$ cat config.mk
export PLATFORM = sky130hd
export DESIGN_NAME = multiplexed_line_sensor_sequencer_core_flat
export DESIGN_NICKNAME = d
export VERILOG_FILES = /design/src/rtl/core/mlss_pkg.sv /design/src/rtl/core/mlss_intf.sv /design/src/rtl/core/multiplexed_line_sensor_sequencer_core.sv /design/src/rtl/core/mlss_pick.sv /design/src/rtl/core/mlss_seq.sv /design/src/flat_wrapper.sv
export SDC_FILE = /design/constraint.sdc
export NUM_CORES = 1
export LEC_CHECK = 0
export CORE_UTILIZATION = 50
export DETAILED_ROUTE_END_ITERATION = 6
export DONT_BUFFER_PORTS = 1
export SYNTH_ARGS = -nofsm -noshare
export SYNTH_HDL_FRONTEND = slang
export SYNTH_SLANG_ARGS = --single-unit
$ cat constraint.sdc
create_clock -name clk -period 5.25 [get_ports clk]
set_input_delay 0.525 -clock clk [delete_from_list [all_inputs] [get_ports clk]]
set_output_delay 0.525 -clock clk [all_outputs]
set_load 0.01 [all_outputs]
$ cat src/rtl/core/mlss_pkg.sv
// ----------------------------------------------------------------------------
// mlss_pkg
// Shared types and constants of the multiplexed line sensor sequencer.
// ----------------------------------------------------------------------------
package mlss_pkg;

  // Width of the per-channel configuration registers and of line_bits.
  localparam int REG_W  = 6;
  // Width of a channel number.
  localparam int CHAN_W = 3;

  localparam logic [CHAN_W-1:0] NONE_CHANNEL = 3'd7;

  localparam logic [REG_W-1:0] ENABLE_RESET = 6'd63;
  localparam logic [REG_W-1:0] INVERT_RESET = 6'd57;

  // Event codes.
  localparam logic [2:0] MODE_RISE_TIMEOUT = 3'd0;
  localparam logic [2:0] MODE_FALL_TIMEOUT = 3'd1;
  localparam logic [2:0] MODE_RISE_EDGE    = 3'd2;
  localparam logic [2:0] MODE_FALL_EDGE    = 3'd3;
  localparam logic [2:0] MODE_START        = 3'd4;
  localparam logic [2:0] MODE_ACK          = 3'd5;

  // Sequencer phases.
  localparam logic [1:0] PHASE_WAIT_FALL = 2'd0;
  localparam logic [1:0] PHASE_MEASURING = 2'd1;
  localparam logic [1:0] PHASE_DRAINING  = 2'd2;
  localparam logic [1:0] PHASE_STOPPED   = 2'd3;

  // Configuration register indexes.
  localparam logic [0:0] CFG_CHANNEL_ENABLE = 1'd0;
  localparam logic [0:0] CFG_INVERT_MASK    = 1'd1;

  typedef struct packed {
    logic [2:0] mode;
    logic       line_level;
  } in_item_t;

  typedef struct packed {
    logic              drain_on;
    logic [CHAN_W-1:0] channel_select;
    logic [REG_W-1:0]  line_bits;
    logic              new_reading;
    logic              scan_complete;
    logic [1:0]        phase;
    logic              no_channel;
  } out_item_t;

  // Result of the round-robin channel pick.
  typedef struct packed {
    logic              found;
    logic [CHAN_W-1:0] channel;
    logic              wrap;
  } pick_t;

endpackage

$ cat src/rtl/core/mlss_intf.sv
// ----------------------------------------------------------------------------
// mlss_intf
// Handshake channels of the sequencer: event input, result output and
// configuration writes.
// ----------------------------------------------------------------------------
interface mlss_in_if;
  logic               valid;
  logic               ready;
  mlss_pkg::in_item_t item;

  modport source (output valid, output item, input ready);
  modport sink (input valid, input item, output ready);
endinterface

interface mlss_out_if;
  logic                valid;
  logic                ready;
  mlss_pkg::out_item_t item;

  modport source (output valid, output item, input ready);
  modport sink (input valid, input item, output ready);
endinterface

interface mlss_cfg_if;
  logic                        valid;
  logic                        ready;
  logic [0:0]                  index;
  logic [mlss_pkg::REG_W-1:0]  data;

  modport source (output valid, output index, output data, input ready);
  modport sink (input valid, input index, input data, output ready);
endinterface

$ cat src/rtl/core/multiplexed_line_sensor_sequencer_core.sv
// ----------------------------------------------------------------------------
// multiplexed_line_sensor_sequencer_core
// Each accepted event is held in an input register, applied to the sequencer
// state, and the state after the event is loaded into the result register,
// one result per event. Throughput is one event per clock unless a result
// stalls. An event passes through the input register and then the result
// register before its result is valid. A stalled result holds the input
// register, and one more event is taken while the result waits. The next
// enabled channel is found by a combinational round-robin pick over
// CHANNELS enable bits. Configuration writes are taken in any cycle and
// must only be issued while no event is in flight.
// ----------------------------------------------------------------------------
module multiplexed_line_sensor_sequencer_core #(
  parameter int CHANNELS = 6
) (
  input logic       clk,
  input logic       rst,
  mlss_in_if.sink   in,
  mlss_out_if.source out,
  mlss_cfg_if.sink  cfg
);

  logic                s1_valid;
  mlss_pkg::in_item_t  s1_item;
  logic                out_valid;
  mlss_pkg::out_item_t out_item;

  logic                go;
  logic                step;
  mlss_pkg::out_item_t result;

  // The held event advances whenever the result register is free or drains.
  assign go   = !out_valid || out.ready;
  assign step = s1_valid && go;

  assign in.ready  = !s1_valid || go;
  assign cfg.ready = 1'b1;
  assign out.valid = out_valid;
  assign out.item  = out_item;

  mlss_seq #(
    .CHANNELS (CHANNELS)
  ) u_seq (
    .clk       (clk),
    .rst       (rst),
    .cfg_we    (cfg.valid),
    .cfg_index (cfg.index),
    .cfg_data  (cfg.data),
    .step      (step),
    .item      (s1_item),
    .result    (result)
  );

  always_ff @(posedge clk) begin
    if (rst) begin
      s1_valid  <= 1'b0;
      out_valid <= 1'b0;
    end else begin
      if (in.valid && in.ready) begin
        s1_valid <= 1'b1;
      end else if (step) begin
        s1_valid <= 1'b0;
      end
      if (step) begin
        out_valid <= 1'b1;
      end else if (out.ready) begin
        out_valid <= 1'b0;
      end
    end
  end

  always_ff @(posedge clk) begin
    if (in.valid && in.ready) begin
      s1_item <= in.item;
    end
    if (step) begin
      out_item <= result;
    end
  end

endmodule

$ cat src/rtl/core/mlss_pick.sv
// ----------------------------------------------------------------------------
// mlss_pick
// Round-robin pick of the next enabled channel after the current one.
// ----------------------------------------------------------------------------
module mlss_pick #(
  parameter int CHANNELS = 6
) (
  input  logic [CHANNELS-1:0]         en,
  input  logic [mlss_pkg::CHAN_W-1:0] cur,
  input  logic                        cur_valid,
  output mlss_pkg::pick_t             pick
);

  logic [CHANNELS-1:0]         above;
  logic [mlss_pkg::CHAN_W-1:0] low_ch;
  logic [mlss_pkg::CHAN_W-1:0] above_ch;

  always_comb begin
    low_ch   = '0;
    above_ch = '0;
    for (int i = CHANNELS - 1; i >= 0; i--) begin
      above[i] = en[i] && (!cur_valid || (mlss_pkg::CHAN_W'(i) > cur));
      if (en[i]) begin
        low_ch = mlss_pkg::CHAN_W'(i);
      end
      if (above[i]) begin
        above_ch = mlss_pkg::CHAN_W'(i);
      end
    end
  end

  // With nothing enabled above the current channel the sequence wraps to the
  // lowest enabled one.
  always_comb begin
    pick.found   = |en;
    pick.channel = (|above) ? above_ch : low_ch;
    pick.wrap    = (|en) && !(|above);
  end

endmodule

$ cat src/rtl/core/mlss_seq.sv
// ----------------------------------------------------------------------------
// mlss_seq
// Sequencer state, configuration registers and the next-state logic for
// one event.
// ----------------------------------------------------------------------------
module mlss_seq #(
  parameter int CHANNELS = 6
) (
  input  logic                             clk,
  input  logic                             rst,
  input  logic                             cfg_we,
  input  logic [0:0]                       cfg_index,
  input  logic [mlss_pkg::REG_W-1:0]       cfg_data,
  input  logic                             step,
  input  mlss_pkg::in_item_t               item,
  output mlss_pkg::out_item_t              result
);

  logic [mlss_pkg::REG_W-1:0]  channel_enable;
  logic [mlss_pkg::REG_W-1:0]  invert_mask;
  logic [1:0]                  phase_reg;
  logic [mlss_pkg::CHAN_W-1:0] cur_channel;
  logic                        cur_valid;
  logic [CHANNELS-1:0]         store;
  logic                        fresh;
  logic                        wrapped;
  logic                        drain;

  logic [1:0]                  phase_next;
  logic [mlss_pkg::CHAN_W-1:0] cur_channel_next;
  logic                        cur_valid_next;
  logic [CHANNELS-1:0]         store_next;
  logic                        fresh_next;
  logic                        wrapped_next;
  logic                        drain_next;

  logic [CHANNELS-1:0]         en_vec;
  logic [CHANNELS-1:0]         inv_vec;
  logic [CHANNELS-1:0]         cfg_vec;
  logic [mlss_pkg::REG_W-1:0]  line_bits;
  logic                        do_step;
  logic                        do_capture;
  mlss_pkg::pick_t             pick;

  // Channels without a register bit are never enabled and never inverted.
  for (genvar i = 0; i < CHANNELS; i++) begin : g_chan
    if (i < mlss_pkg::REG_W) begin : g_reg
      assign en_vec[i]  = channel_enable[i];
      assign inv_vec[i] = invert_mask[i];
      assign cfg_vec[i] = cfg_data[i];
    end else begin : g_none
      assign en_vec[i]  = 1'b0;
      assign inv_vec[i] = 1'b0;
      assign cfg_vec[i] = 1'b0;
    end
  end

  mlss_pick #(
    .CHANNELS (CHANNELS)
  ) u_pick (
    .en        (en_vec),
    .cur       (cur_channel),
    .cur_valid (cur_valid),
    .pick      (pick)
  );

  always_comb begin
    phase_next       = phase_reg;
    cur_channel_next = cur_channel;
    cur_valid_next   = cur_valid;
    store_next       = store;
    fresh_next       = fresh;
    wrapped_next     = wrapped;
    drain_next       = drain;
    do_step          = 1'b0;
    do_capture       = 1'b0;

    case (item.mode) inside
      mlss_pkg::MODE_START: begin
        drain_next = 1'b1;
        do_step    = 1'b1;
        phase_next = mlss_pkg::PHASE_WAIT_FALL;
      end
      mlss_pkg::MODE_ACK: begin
        fresh_next = 1'b0;
      end
      mlss_pkg::MODE_RISE_TIMEOUT, mlss_pkg::MODE_FALL_TIMEOUT,
      mlss_pkg::MODE_RISE_EDGE, mlss_pkg::MODE_FALL_EDGE: begin
        unique case (phase_reg)
          mlss_pkg::PHASE_WAIT_FALL: begin
            if (item.mode == mlss_pkg::MODE_FALL_TIMEOUT) begin
              drain_next = 1'b0;
              phase_next = mlss_pkg::PHASE_MEASURING;
            end
          end
          mlss_pkg::PHASE_MEASURING: begin
            if (item.mode == mlss_pkg::MODE_RISE_TIMEOUT ||
                item.mode == mlss_pkg::MODE_RISE_EDGE) begin
              do_capture = 1'b1;
            end
          end
          mlss_pkg::PHASE_DRAINING: begin
            if (item.mode == mlss_pkg::MODE_FALL_TIMEOUT ||
                item.mode == mlss_pkg::MODE_FALL_EDGE) begin
              drain_next = 1'b0;
              phase_next = mlss_pkg::PHASE_MEASURING;
            end
          end
          mlss_pkg::PHASE_STOPPED: begin
          end
          default: begin
          end
        endcase
      end
      default: begin
      end
    endcase

    if (do_capture) begin
      // Only a chosen channel's store bit is written; the flag rises anyway.
      for (int i = 0; i < CHANNELS; i++) begin
        if (cur_valid && (mlss_pkg::CHAN_W'(i) == cur_channel)) begin
          store_next[i] = item.line_level ^ inv_vec[i];
        end
      end
      fresh_next = 1'b1;
      do_step    = 1'b1;
      drain_next = 1'b1;
      phase_next = mlss_pkg::PHASE_DRAINING;
    end

    if (do_step && pick.found) begin
      cur_channel_next = pick.channel;
      cur_valid_next   = 1'b1;
      wrapped_next     = wrapped | pick.wrap;
    end
  end

  for (genvar j = 0; j < mlss_pkg::REG_W; j++) begin : g_bits
    if (j < CHANNELS) begin : g_live
      assign line_bits[j] = store_next[j] | ~en_vec[j];
    end else begin : g_dead
      assign line_bits[j] = 1'b0;
    end
  end

  always_comb begin
    result.drain_on       = drain_next;
    result.channel_select = cur_channel_next;
    result.line_bits      = line_bits;
    result.new_reading    = fresh_next;
    result.scan_complete  = wrapped_next;
    result.phase          = phase_next;
    result.no_channel     = ~(|en_vec);
  end

  always_ff @(posedge clk) begin
    if (rst) begin
      channel_enable <= mlss_pkg::ENABLE_RESET;
      invert_mask    <= mlss_pkg::INVERT_RESET;
      phase_reg      <= mlss_pkg::PHASE_STOPPED;
      cur_channel    <= mlss_pkg::NONE_CHANNEL;
      cur_valid      <= 1'b0;
      store          <= '1;
      fresh          <= 1'b0;
      wrapped        <= 1'b0;
      drain          <= 1'b0;
    end else if (cfg_we) begin
      unique case (cfg_index)
        mlss_pkg::CFG_CHANNEL_ENABLE: begin
          // A channel being disabled has its stored reading forced to 1.
          store          <= store | (en_vec & ~cfg_vec);
          channel_enable <= cfg_data;
        end
        mlss_pkg::CFG_INVERT_MASK: begin
          invert_mask <= cfg_data;
        end
        default: begin
        end
      endcase
    end else if (step) begin
      phase_reg   <= phase_next;
      cur_channel <= cur_channel_next;
      cur_valid   <= cur_valid_next;
      store       <= store_next;
      fresh       <= fresh_next;
      wrapped     <= wrapped_next;
      drain       <= drain_next;
    end
  end

endmodule
$ cat src/flat_wrapper.sv
// flat-port wrapper written by rule: the top's interface ports become plain ports
module multiplexed_line_sensor_sequencer_core_flat 
#(
  parameter int CHANNELS = 6
)
  (clk, rst, in_valid, in_item, in_ready, out_valid, out_item, out_ready, cfg_valid, cfg_index, cfg_data, cfg_ready);
  mlss_in_if in_i ();
  mlss_out_if out_i ();
  mlss_cfg_if cfg_i ();
  input logic clk;
  input logic rst;
  input wire logic [$bits(in_i.valid)-1:0] in_valid;
  input wire logic [$bits(in_i.item)-1:0] in_item;
  output wire logic [$bits(in_i.ready)-1:0] in_ready;
  output wire logic [$bits(out_i.valid)-1:0] out_valid;
  output wire logic [$bits(out_i.item)-1:0] out_item;
  input wire logic [$bits(out_i.ready)-1:0] out_ready;
  input wire logic [$bits(cfg_i.valid)-1:0] cfg_valid;
  input wire logic [$bits(cfg_i.index)-1:0] cfg_index;
  input wire logic [$bits(cfg_i.data)-1:0] cfg_data;
  output wire logic [$bits(cfg_i.ready)-1:0] cfg_ready;
  assign in_i.valid = in_valid;
  assign in_i.item = in_item;
  assign in_ready = in_i.ready;
  assign out_valid = out_i.valid;
  assign out_item = out_i.item;
  assign out_i.ready = out_ready;
  assign cfg_i.valid = cfg_valid;
  assign cfg_i.index = cfg_index;
  assign cfg_i.data = cfg_data;
  assign cfg_ready = cfg_i.ready;
  multiplexed_line_sensor_sequencer_core #(.CHANNELS(CHANNELS)) u_core (.clk(clk), .rst(rst), .in(in_i), .out(out_i), .cfg(cfg_i));
endmodule
; Word-level counts from Yosys, hierarchy flattened
; Index checks and enable logic that the tools add are counted.
[op_classes]
eq_ne = 13
bitwise_logic = 25
n_reduce_logical = 44
magnitude_cmp = 6
muxes = 53
[ops]
columns = cell, n
row1 = $mux 3, 14
row2 = $mux 1, 27
row3 = $mux 6, 4
row4 = $logic_and 1x1->1, 16
row5 = $mux 2, 6
row6 = $reduce_or 6->1, 2
row7 = $logic_or 1x1->1, 10
row8 = $not 1->1, 9
row9 = $reduce_and 2->1, 4
row10 = $or 1x1->1, 7
row11 = $and 6x6->6, 1
row12 = $eq 2x3->1 const A, 2
row13 = $eq 3x2->1 const B, 2
row14 = $eq 3x3->1 const A, 2
row15 = $eq 3x3->1 const B, 2
row16 = $gt 1x3->1 const A, 2
row17 = $gt 2x3->1 const A, 2
row18 = $gt 3x3->1 const A, 2
row19 = $logic_not 3->1, 2
row20 = $not 6->6, 1
row21 = $or 6x6->6, 1
row22 = $reduce_bool 2->1, 3
row23 = $xor 1x1->1, 6
row24 = $logic_not 1->1, 4
row25 = 10 further kinds, 10
[totals]
in_bits = 16
out_inout_bits = 18
register_bits = 48
elab_cells = 161

; Longest topological paths before layout
; Gate-level depths: netlist of run 1.
[logic_depth]
depth_word = 11
mapped_depth = 7
mapped_depth_nobuf = 5

; Modules after synthesis
; A second synthesis of run 1 with hierarchy kept.
[hier_totals]
cells_unflattened = 257
area_unflattened_um2 = 2539.9
[by_module_without_submodules]
columns = mod, n_inst, seq_area_each_um2, cells_per_inst, area_each_um2
row1 = mlss_seq, 1, 540.5, 195, 1622.8
row2 = multiplexed_line_sensor_sequencer_core, 1, 610.6, 31, 685.7
row3 = mlss_pick, 1, 0.0, 31, 231.5

; Worst setup path after synthesis of run 1
; OpenSTA, ideal clock, no wires.
[synth_path]
path_type = input-to-reg
startpoint = in out_ready
endpoint = reg u_core.u_seq.store[0]
arrival_time_ps = 1941
setup_slack_ps = 3181
setup_ps = 128
n_path_buf = 0
required_time_ps = 5122
cell_stages = 5
cell_sequence = nor2b_1 nor2b_1 nand2b_1 nor2_1 a21oi_1
[synth_between]
elab_chain_len = 4
[synth_rtl]
columns = item, line_no
row1 = start: declaration, flat_wrapper.sv:17  ; input wire logic [$bits(out_i.ready)-1:0] out_ready;
row2 = $logic_or 1x1->1, multiplexed_line_sensor_sequencer_core.sv:33  ; assign go = !out_valid || out.ready;
row3 = $logic_and 1x1->1, multiplexed_line_sensor_sequencer_core.sv:34  ; assign step = s1_valid && go;
row4 = via u_core.step, multiplexed_line_sensor_sequencer_core.sv:29  ; logic step;
row5 = $reduce_bool 2->1 (no source line), --
row6 = $reduce_and 2->1 (no source line), --
row7 = end signal: assignment, mlss_seq.sv:172  ; store <= store | (en_vec & ~cfg_vec);
row8 = end signal: assignment, mlss_seq.sv:185  ; store <= store_next;
row9 = end: declaration, mlss_seq.sv:24  ; logic [CHANNELS-1:0] store;
; The timed path passes the listed nets, and every way through them passes these cells.
; A chain may end at the register's enable or synchronous reset.

==> results of run 1 <==
## power breakdown
group / internal [mW] / switching [mW] / total (mW)
Clock: 0.141 / 0.127 / 0.268
Sequential: 0.401 / 0.0186 / 0.420
Combinational: 0.0239 / 0.0269 / 0.0509
Total: 0.566 / 0.173 / 0.739
## per-layer routing
layer / vias to the layer above / global-route usage (%) / part of all wire, %
li1: 837 / - / -
met1: 820 / 30.4 / 47
met2: 59 / 33.3 / 44
met3: 7 / 4.56 / 6.5
met4: 0 / 8.67 / 1.7
met5: - / 0 / 0
## placed cells by master, fill, tap and decap left out, types with 2 or more instances in the layout
| cell | instances |
|---|---|
| clkbuf_8 | 5 |
| a21boi_0 | 3 |
| o221ai_1 | 2 |
| nand2b_1 | 3 |
| nand3_1 | 3 |
| nand3b_1 | 5 |
| a31oi_1 | 4 |
| mux2i_1 | 5 |
| xnor2_1 | 2 |
| nor2b_1 | 9 |
| a211o_1 | 11 |
| nor3_1 | 3 |
| o21ai_0 | 4 |
| buf_4 | 2 |
| a21oi_1 | 20 |
| inv_1 | 6 |
| dfxtp_1 | 29 |
| and3_1 | 5 |
| a41o_1 | 2 |
| nor3b_1 | 3 |
| nor2_1 | 23 |
| nand2_1 | 19 |
| nor4_1 | 7 |
| a21o_1 | 2 |
| edfxtp_1 | 19 |
| and3b_1 | 4 |
| xor2_1 | 4 |
## area by class of cell
class                           instances  area (um^2)
Multi-Input combinational cell        164         1060
Sequential cell                        48         1150
Tap cell                               52         65.1
Timing Repair Buffer                    2         15.0
Fill cell                             396         2020
Clock inverter                          3         42.5
Clock buffer                            5         68.8
Inverter                                6         22.5
## logic make-up after synthesis
kind of cell | after synthesis | share of synthesized area [%]
and+or+nand+nor | 91 | 21.5
AOI/OAI and AO/OA | 60 | 18.4
DFF | 48 | 48.7
buffers and inverters | 21 | 6.41
xor gates and xnor gates | 6 | 2.22
muxes | 6 | 2.60
other | 1 | 0.159
## path summary, 6_finish.rpt
check | from | to | slack, ns | cells past startpoint
worst min register to register | u_core.u_seq.inv_vec[1] | u_core.u_seq.inv_vec[1] | 0.47 | 2
worst min-delay path | rst | u_core.u_seq.fresh | 0.28 | 1
worst max-delay path | u_core.s1_item[1] | u_core.out.item[9] | 3.23 | 5
worst max register to register | u_core.s1_item[1] | u_core.out.item[9] | 3.23 | 5
## stage by stage
step,worst slack [ns],power (mW),instances,hold slack [ns],utilization [%]
final,3.23,0.739,280,0.275,54.6
after global routing,3.01,0.768,280,0.262,54.6
after CTS,3.24,0.739,280,0.276,54.6
after detailed placement,3.26,0.479,272,0.459,52.1
after global placement,3.32,0.477,272,0.453,52.1
after floorplan,3.18,0.477,233,0.438,-
## critical path, stage by stage, from the launching register on
cell	delay, ns
edfxtp_1	0.52
nor3b_1	0.37
nor4b_2	0.42
nand3b_1	0.16
mux2i_1	0.23
nand2_1	0.08
==> results_dict.tcl, run 1 <==
set metrics [dict create \
    n_antenna_cell 0 \
    postCtsSetupBuffers 0 \
    synth-async-reset-ratio_pct 0 \
    syn-mean-instance-area_um2 10.1 \
    yosysTopAreaCellShare_pct 24.6 \
    via_per_inst 6.15 \
    drt_iter0_drc 119 \
    synth_cell_type_count 52 \
    wl_per_cell_um 17.7 \
    synth.yosys.seq_area_share_pct 48.7 \
    setup_viol 0 \
    worst_ir_drop_vdd_v 0.000179 \
    max_freq_ghz 0.495 \
    failed_checks "design-rule violations" \
    routabilityCongestion 0.825 \
    final_max_slew_viol_count 0 \
    end_kind "flip-flop" \
    antenna_found_initial 0 \
    grt.overflow.total 0 \
    fp.dieH_um 70.7 \
    clk_path_buf_depth 2 \
    power_density_nw_per_um2 305 \
    postPlaceCellArea_um2 2310 \
    crit_path_max_fanout 7 \
    leakage_nw 0.896 \
    port-buffer-count 0 \
    drc 4 \
    postRouteAntennaNets 0 \
    required_ns 5.31 \
    clkSlewWorstSetupHoldPaths_ns 0.09 \
    worst-setup-path-type "flip-flop to flip-flop" \
    slew_headroom_pct 28.5 \
    cts-buffers-inserted 5 \
    yosys_warnings 0 \
    pin_count 34 \
    final_area_um2 2420 \
    cts_root_buf "clkbuf_8" \
    ys_top_cells_by_area "dfxtp_1, edfxtp_1, a21oi_1, a211o_1, nor2_1" \
    cts_hold_buf 0 \
    first_pass_iters 6 \
    cts_sinks 48 \
    cts_tree "built" \
    drv_cap 0 \
    clk_latency_ns 0.31 \
    netlist_top_cells_count "dfxtp_1, nor2_1, a21oi_1" \
    largest_reg_flops 15 \
    die-width_um 70.7 \
    ys_ff_latch 48 \
    h-tree-depth 2 \
    fin_setup_tns_ns 0 \
    hpwl_um 3400 \
    crit_arrival_ns 2.08 \
    grt_max_degree 32 \
    grt_use_total_pct 21.8 \
    start_util_pct 53.2 \
    synthesis.instances 233 \
    cts_resized 0 \
    cp-start-kind "flip-flop" \
    skew_ns 0.00540 \
    yosysMostFrequentCell "dfxtp_1" \
    min_period_ns 2.02 \
    synth_edf_count 19 \
    tightest_slew_ns 1.07 \
    fin_crit_sh_pct 38.5 \
    synth_top_cell_by_area "dfxtp_1" \
    nNetsFinal 243 \
    status "complete, but fails checks" \
    hold_path_class "input port to flip-flop" \
    synth_ff_type "dfxtp_1" \
    vias 1723 \
    floorplan.rows 24 \
    synth_nets 249 \
    syn_to_final_growth_pct 2.65 \
    wl_um 4940 \
    final-hold-violation-count 0 \
    grt_pass1_wl_um 8380 \
    core_um2 4440 \
    drive_gt1_share_pct 8.33 \
    syn_area_um2 2360 \
    rsz0062_at_grt "no" \
    die_area_um2 5000 \
    grt_pass1_vias 1647 \
]
Note: power is estimated with default switching activity, not from simulation.
==> run 2, diff against run 1 <==
--- a/config.mk
+++ b/config.mk
@@ -5,6 +5,7 @@
 export SDC_FILE = /design/constraint.sdc
 export NUM_CORES = 1
 export LEC_CHECK = 0
+export ABC_AREA = 1
 export CORE_UTILIZATION = 50
 export DETAILED_ROUTE_END_ITERATION = 6
 export DONT_BUFFER_PORTS = 1
==> constraint.sdc (replaced) <==
create_clock -name clk -period 1.9 [get_ports clk]
set_input_delay 0.19 -clock clk [delete_from_list [all_inputs] [get_ports clk]]
set_output_delay 0.19 -clock clk [all_outputs]
set_load 0.01 [all_outputs]
==> run 2 against run 1 <==
Effect of this change: die area fell by 4.2%; largest cell class unchanged; first-iteration DRC count is 42% lower; cell count up 15%; the run now ends clean; largest power group unchanged; sequential power grew to 2.8 times the previous value.
==> results_dict.tcl, run 2 <==
set metrics [dict create \
    status "complete, no violations" \
    fin_setup_tns_ns 0 \
    drive_gt1_share_pct 15.5 \
    via_per_inst 5.31 \
    cpMostUsedCell "nand2_2" \
    worst-setup-path-type "flip-flop to flip-flop" \
    start_util_pct 51.9 \
    antenna_found_initial 0 \
    synth_cell_type_count 39 \
    yosysMostFrequentCell "nand2_1" \
    endpoint "u_core.out.item[13]" \
    path_cells "nand2_2 > clkinv_2 > nand2_2 > a22oi_2 > nand2_1 > nand3_1 > o21ai_0" \
    rr_startpoint "u_core.u_seq.cur_valid" \
    r2r-end "u_core.out.item[13]" \
    rsz0062_at_grt "no" \
    skew_ns 0.0115 \
    core_um2 4350 \
    synth_nets 278 \
    syn_area_um2 2260 \
    cts_resized 0 \
    tightest_slew_ns 0.581 \
    worst_ir_drop_vdd_v 0.000439 \
    ys_top_cells_by_area "dfxtp_1, edfxtp_1, nand2_1, inv_1, a21oi_1" \
    cts_sinks 48 \
    drv_cap 0 \
    holdWs_ns 0.0169 \
    holdPathStages 2 \
    grt_use_total_pct 20.9 \
    cts-buffers-inserted 5 \
    final_max_slew_viol_count 0 \
    wl_per_cell_um 14.3 \
    required_ns 1.95 \
    postRouteAntennaNets 0 \
    yosys_warnings 0 \
    clk_latency_ns 0.30 \
    cts_tree "built" \
    reg2reg_slack_ns 0.37 \
    end_kind "flip-flop" \
    drt_iter0_drc 69 \
    wl_um 4630 \
    routabilityCongestion 0.870 \
    die-width_um 69.2 \
    port-buffer-count 0 \
    reg2reg_depth 7 \
    hold_path_class "input port to flip-flop" \
    clk_path_buf_depth 2 \
    crit_path_start "u_core.u_seq.cur_valid" \
    synth_edf_count 19 \
    leakage_nw 1.04 \
    fin_ws_ns 0.373 \
    largest_reg_flops 15 \
    mostFrequentLayoutCell "nand2_1" \
    ys_ff_latch 48 \
    power_mw 2.10 \
    netlist_top_cells_count "nand2_1, dfxtp_1, inv_1" \
    synthesis.instances 262 \
    drc 0 \
    vias 1716 \
    setup_viol 0 \
    synth_top_cell_by_area "dfxtp_1" \
    clkSlewWorstSetupHoldPaths_ns 0.09 \
    grt_max_degree 20 \
    cts_root_buf "clkbuf_8" \
    die_area_um2 4790 \
    final-hold-violation-count 0 \
    floorplan.rows 24 \
    n_antenna_cell 0 \
    layout_common_cells "nand2_1, dfxtp_1, inv_1" \
    pin_count 34 \
    pre_cts_ws_ns 0.385 \
    fp.dieH_um 69.2 \
    slew_headroom_pct 61.2 \
    grt.overflow.total 0 \
    nNetsFinal 286 \
    syn-mean-instance-area_um2 8.62 \
    h-tree-depth 2 \
    fin_crit_sh_pct 80.4 \
    yosysTopAreaCellShare_pct 25.7 \
    finalCoreUtilization_pct 56.8 \
    first_pass_iters 4 \
    min_period_ns 1.53 \
    grt_pass1_vias 1525 \
    grt_pass1_wl_um 7610 \
    syn_to_final_growth_pct 9.41 \
    synth_ff_type "dfxtp_1" \
    max_freq_ghz 0.655 \
    hpwl_um 3360 \
    cp-start-kind "flip-flop" \
    power_density_nw_per_um2 848 \
    crit_arrival_ns 1.57 \
    synth.yosys.seq_area_share_pct 50.9 \
    cp_slowest_cell "dfxtp_1" \
    synth-async-reset-ratio_pct 0 \
    crit_path_max_fanout 8 \
    cp_slowest_stage_delay_ns 0.50 \
]
run 2: cell count changes after synthesis, sizes merged, moves of 7 or more:
cell	previous run	this run
nand2	20	69
inv	6	33
o21ai	4	17
a211o	11	0
o211ai	1	12
nor2b	9	0
nand3	3	11
clkbuf	9	2
nor2	23	16
nor4	7	0
run 2: how the worst min path moves through the flow:
| stage | from | endpoint |
|---|---|---|
| 2_1_floorplan | in_item[0] | u_core.s1_item[0] |
| 3_3_place_gp | rst | u_core.u_seq.cur_valid |
| 3_5_place_dp | rst | u_core.u_seq.cur_valid |
| 4_1_cts | rst | u_core.u_seq.cur_channel[2] |
| 5_1_grt | rst | u_core.u_seq.cur_channel[2] |
| 6_report | cfg_data[1] | u_core.u_seq.channel_enable[1] |
run 2: worst max-delay path, delay by kind of cell, from the launching register on:
family | cells | cell delay [ns]
AND/OR/NAND/NOR | 4 | 0.37
buffers and inverters | 1 | 0.07
AO/OA/AOI/OAI | 2 | 0.33
flip-flops | 1 | 0.50
run 2: cells by family (layout without fill, tap and decap cells):
logic type / Yosys count / count (layout) / share of synthesized area [%]
XOR/XNOR: 6 / 6 / 2.33
AO/OA/AOI/OAI: 58 / 58 / 15.6
other: 1 / 1 / 0.166
AND/OR/NAND/NOR: 106 / 106 / 22.9
buffers and inverters: 43 / 52 / 8.14
flip-flops: 48 / 48 / 50.9
run 2: where the power goes:
part / switching [mW] / internal, mW
clock: 0.338 / 0.389
sequential: 0.0460 / 1.13
combinational: 0.124 / 0.0736
run 2: area by class of cell:
cell class              instances  area [um^2]
inverters                      35          135
fillers                       381         1880
well taps                      52         65.1
clock buffers                   5         68.8
flip-flops and latches         48         1150
repair buffers                  9         85.1
clock inverters                 3         42.5
multi-input cells             171          925
run 2: per-stage QoR:
stage	area, um^2	instances
global placement	2290	308
global route	2470	323
finish	2470	323
detailed placement	2290	308
CTS	2470	323
floorplan	2260	262
run 2: routing by layer:
| layer | GRT usage, % | routed length (um) |
|---|---|---|
| met1 | 27.9 | 2160 |
| met2 | 33.0 | 2190 |
| met3 | 4.07 | 206 |
| met4 | 8.84 | 71 |
| met5 | 0 | 0 |
run 2: timing repair:
item                                   4_1_cts  5_1_grt
buffers inserted                             0        0
endpoints found under the hold margin       15        0
hold buffers                                 7        0
==> run 3, diff against run 2 <==
--- a/config.mk
+++ b/config.mk
@@ -9,6 +9,7 @@
 export CORE_UTILIZATION = 50
 export DETAILED_ROUTE_END_ITERATION = 6
 export DONT_BUFFER_PORTS = 1
+export PLACE_DENSITY = 0.68
 export SYNTH_ARGS = -nofsm -noshare
 export SYNTH_HDL_FRONTEND = slang
 export SYNTH_SLANG_ARGS = --single-unit
==> constraint.sdc (replaced) <==
create_clock -name clk -period 1.4 [get_ports clk]
set_input_delay 0.14 -clock clk [delete_from_list [all_inputs] [get_ports clk]]
set_output_delay 0.14 -clock clk [all_outputs]
set_load 0.01 [all_outputs]
==> run 3 against run 2 <==
Effect of this change: the run now ends with negative setup slack left; wire length grew 11%; sequential share of layout area shrank 5.3 points; critical path type unchanged; maximum frequency grew 4.9%; count of clock-buffer cells in the layout is the same; design area grew 13%; power grew 41%.
==> results_dict.tcl, run 3 (same netlist as run 2, synthesis figures left out) <==
set metrics [dict create \
    n_antenna_cell 0 \
    layout_common_cells "nand2_1, dfxtp_1, inv_1" \
    fillers 359 \
    postRouteAntennaNets 0 \
    hpwl_um 3440 \
    drc 0 \
    fp.dieH_um 69.2 \
    leakage_nw 1.22 \
    floorplan.rows 24 \
    clkPwrFrac_pct 34.2 \
    r2r-end "u_core.out.item[8]" \
    wl_per_cell_um 14.7 \
    final-hold-violation-count 0 \
    cts_sinks 48 \
    syn_to_final_growth_pct 24.1 \
    cp-start-kind "flip-flop" \
    port-buffer-count 0 \
    finalCoreUtilization_pct 64.4 \
    combinationalPowerShare_pct 12.1 \
    skew_ns 0.00605 \
    cts_root_buf "clkbuf_8" \
    drive_gt1_share_pct 29.1 \
    wl_um 5150 \
    via_per_inst 5.25 \
    whs_endpoint "u_core.s1_valid" \
    worstHoldStart "in_valid" \
    p_sw_mw 0.739 \
    reg2reg_depth 7 \
    cts-buffers-inserted 5 \
    clk_path_buf_depth 2 \
    worst_ir_drop_vdd_v 0.000563 \
    largest_reg_flops 15 \
    grt.overflow.total 0 \
    pin_count 34 \
    vias 1843 \
    end_kind "flip-flop" \
    power_density_nw_per_um2 1050 \
    reg2reg_slack_ns -0.05 \
    cts_tree "built" \
    rsz0062_at_grt "yes" \
    final_max_slew_viol_count 0 \
    pwr-share-seq_pct 53.7 \
    clkSlewWorstSetupHoldPaths_ns 0.09 \
    core_um2 4350 \
    fin_crit_sh_pct 104 \
    grt_use_total_pct 21.9 \
    switching_share_pct 25.0 \
    grt_pass1_vias 1721 \
    antenna_found_initial 0 \
    holdWs_ns 0.00759 \
    routabilityCongestion 0.833 \
    setup_viol 8 \
    grt_max_degree 19 \
    fin_ws_ns -0.0549 \
    h-tree-depth 2 \
    failed_checks "negative setup slack" \
    min_period_ns 1.45 \
    p_int_mw 2.21 \
    grt_pass1_wl_um 8140 \
    start_util_pct 51.9 \
    clk_latency_ns 0.31 \
    mostFrequentLayoutCell "nand2_1" \
    rr_startpoint "u_core.s1_item[3]" \
    holdPathStages 2 \
    drt_iter0_drc 110 \
    crit_arrival_ns 1.51 \
    status "complete, but fails checks" \
    required_ns 1.45 \
    worst-setup-path-type "flip-flop to flip-flop" \
    hold_path_class "input port to flip-flop" \
    fin_setup_tns_ns -0.226 \
    die-width_um 69.2 \
    nNetsFinal 314 \
    first_pass_iters 4 \
    drv_cap 0 \
    die_area_um2 4790 \
    crit_path_max_fanout 4 \
    max_freq_ghz 0.687 \
]
-- run 3: cell types whose count changed in the layout (fill, tap and decap cells not counted), sizes merged --
| cell | delta |
|---|---|
| dlygate4sd3 | +3 |
| inv | -1 |
| clkinv | +1 |
| buf | +25 |
-- run 3: final cells by class --
type	count	area, um^2	area share (%)
Inverter	35	141	5.04
Clock inverter	3	42.5	1.52
Timing Repair Buffer	37	329	11.7
Clock buffer	5	68.8	2.45
Multi-Input combinational cell	171	1000	35.6
Sequential cell	48	1160	41.3
Tap cell	52	65.1	2.32
-- run 3: routing by layer --
layer / track usage [%] / share of wire [%] / routed length (um) / up-vias
li1: - / - / - / 943
met1: 27.3 / 45 / 2310 / 851
met2: 37.6 / 50 / 2580 / 44
met3: 3.78 / 3.8 / 194 / 5
met4: 8.39 / 1.2 / 61 / 0
met5: 0 / 0 / 0 / -
-- run 3: worst max path at each step --
stage / startpoint / to / slack [ns] / cells past startpoint
after CTS: u_core.s1_item[1] / u_core.out.item[8] / -0.02 / 7
final: u_core.s1_item[3] / u_core.out.item[8] / -0.05 / 7
after global placement: u_core.s1_item[1] / u_core.out.item[6] / -0.03 / 7
after global routing: u_core.s1_item[3] / u_core.u_seq.store[4] / -0.16 / 7
after floorplan: u_core.s1_item[3] / u_core.out.item[7] / 0.002 / 7
after detailed placement: u_core.s1_item[3] / u_core.out.item[6] / -0.06 / 7
-- run 3: power groups by stage --
stage                     sequential, mW  combinational (mW)  clock, mW
after floorplan                     1.61               0.211          0
after global placement              1.62               0.294          0
after detailed placement            1.62               0.298          0
after CTS                           1.59               0.334       1.01
after global routing                1.59               0.394       1.07
final                               1.59               0.357       1.01
-- run 3: worst max-delay path, stage by stage, from the launching register on --
cell      delay (ns)
edfxtp_1        0.41
inv_2           0.10
nand4_4         0.14
buf_4           0.18
nor2_2          0.12
nand2_1         0.06
o21ai_0         0.10
nand2_1         0.10
-- run 3: metrics by stage --
stage               setup WS, ns  std cells  total power [mW]  instance area, um^2
global placement         -0.0274        328              1.91                 2470
floorplan                0.00246        262              1.82                 2260
detailed placement       -0.0566        328              1.92                 2470
CTS                      -0.0183        348              2.93                 2710
global route              -0.164        351              3.06                 2810
finish                   -0.0549        351              2.95                 2810
-- run 3: repair_timing --
action                                  CTS  global route
buffers inserted                          2             3
endpoints found under the setup margin    6            24
hold endpoints to repair                 22             0
pin swaps                                 1             7
hold buffers                             10             0
resized for setup                         9            21
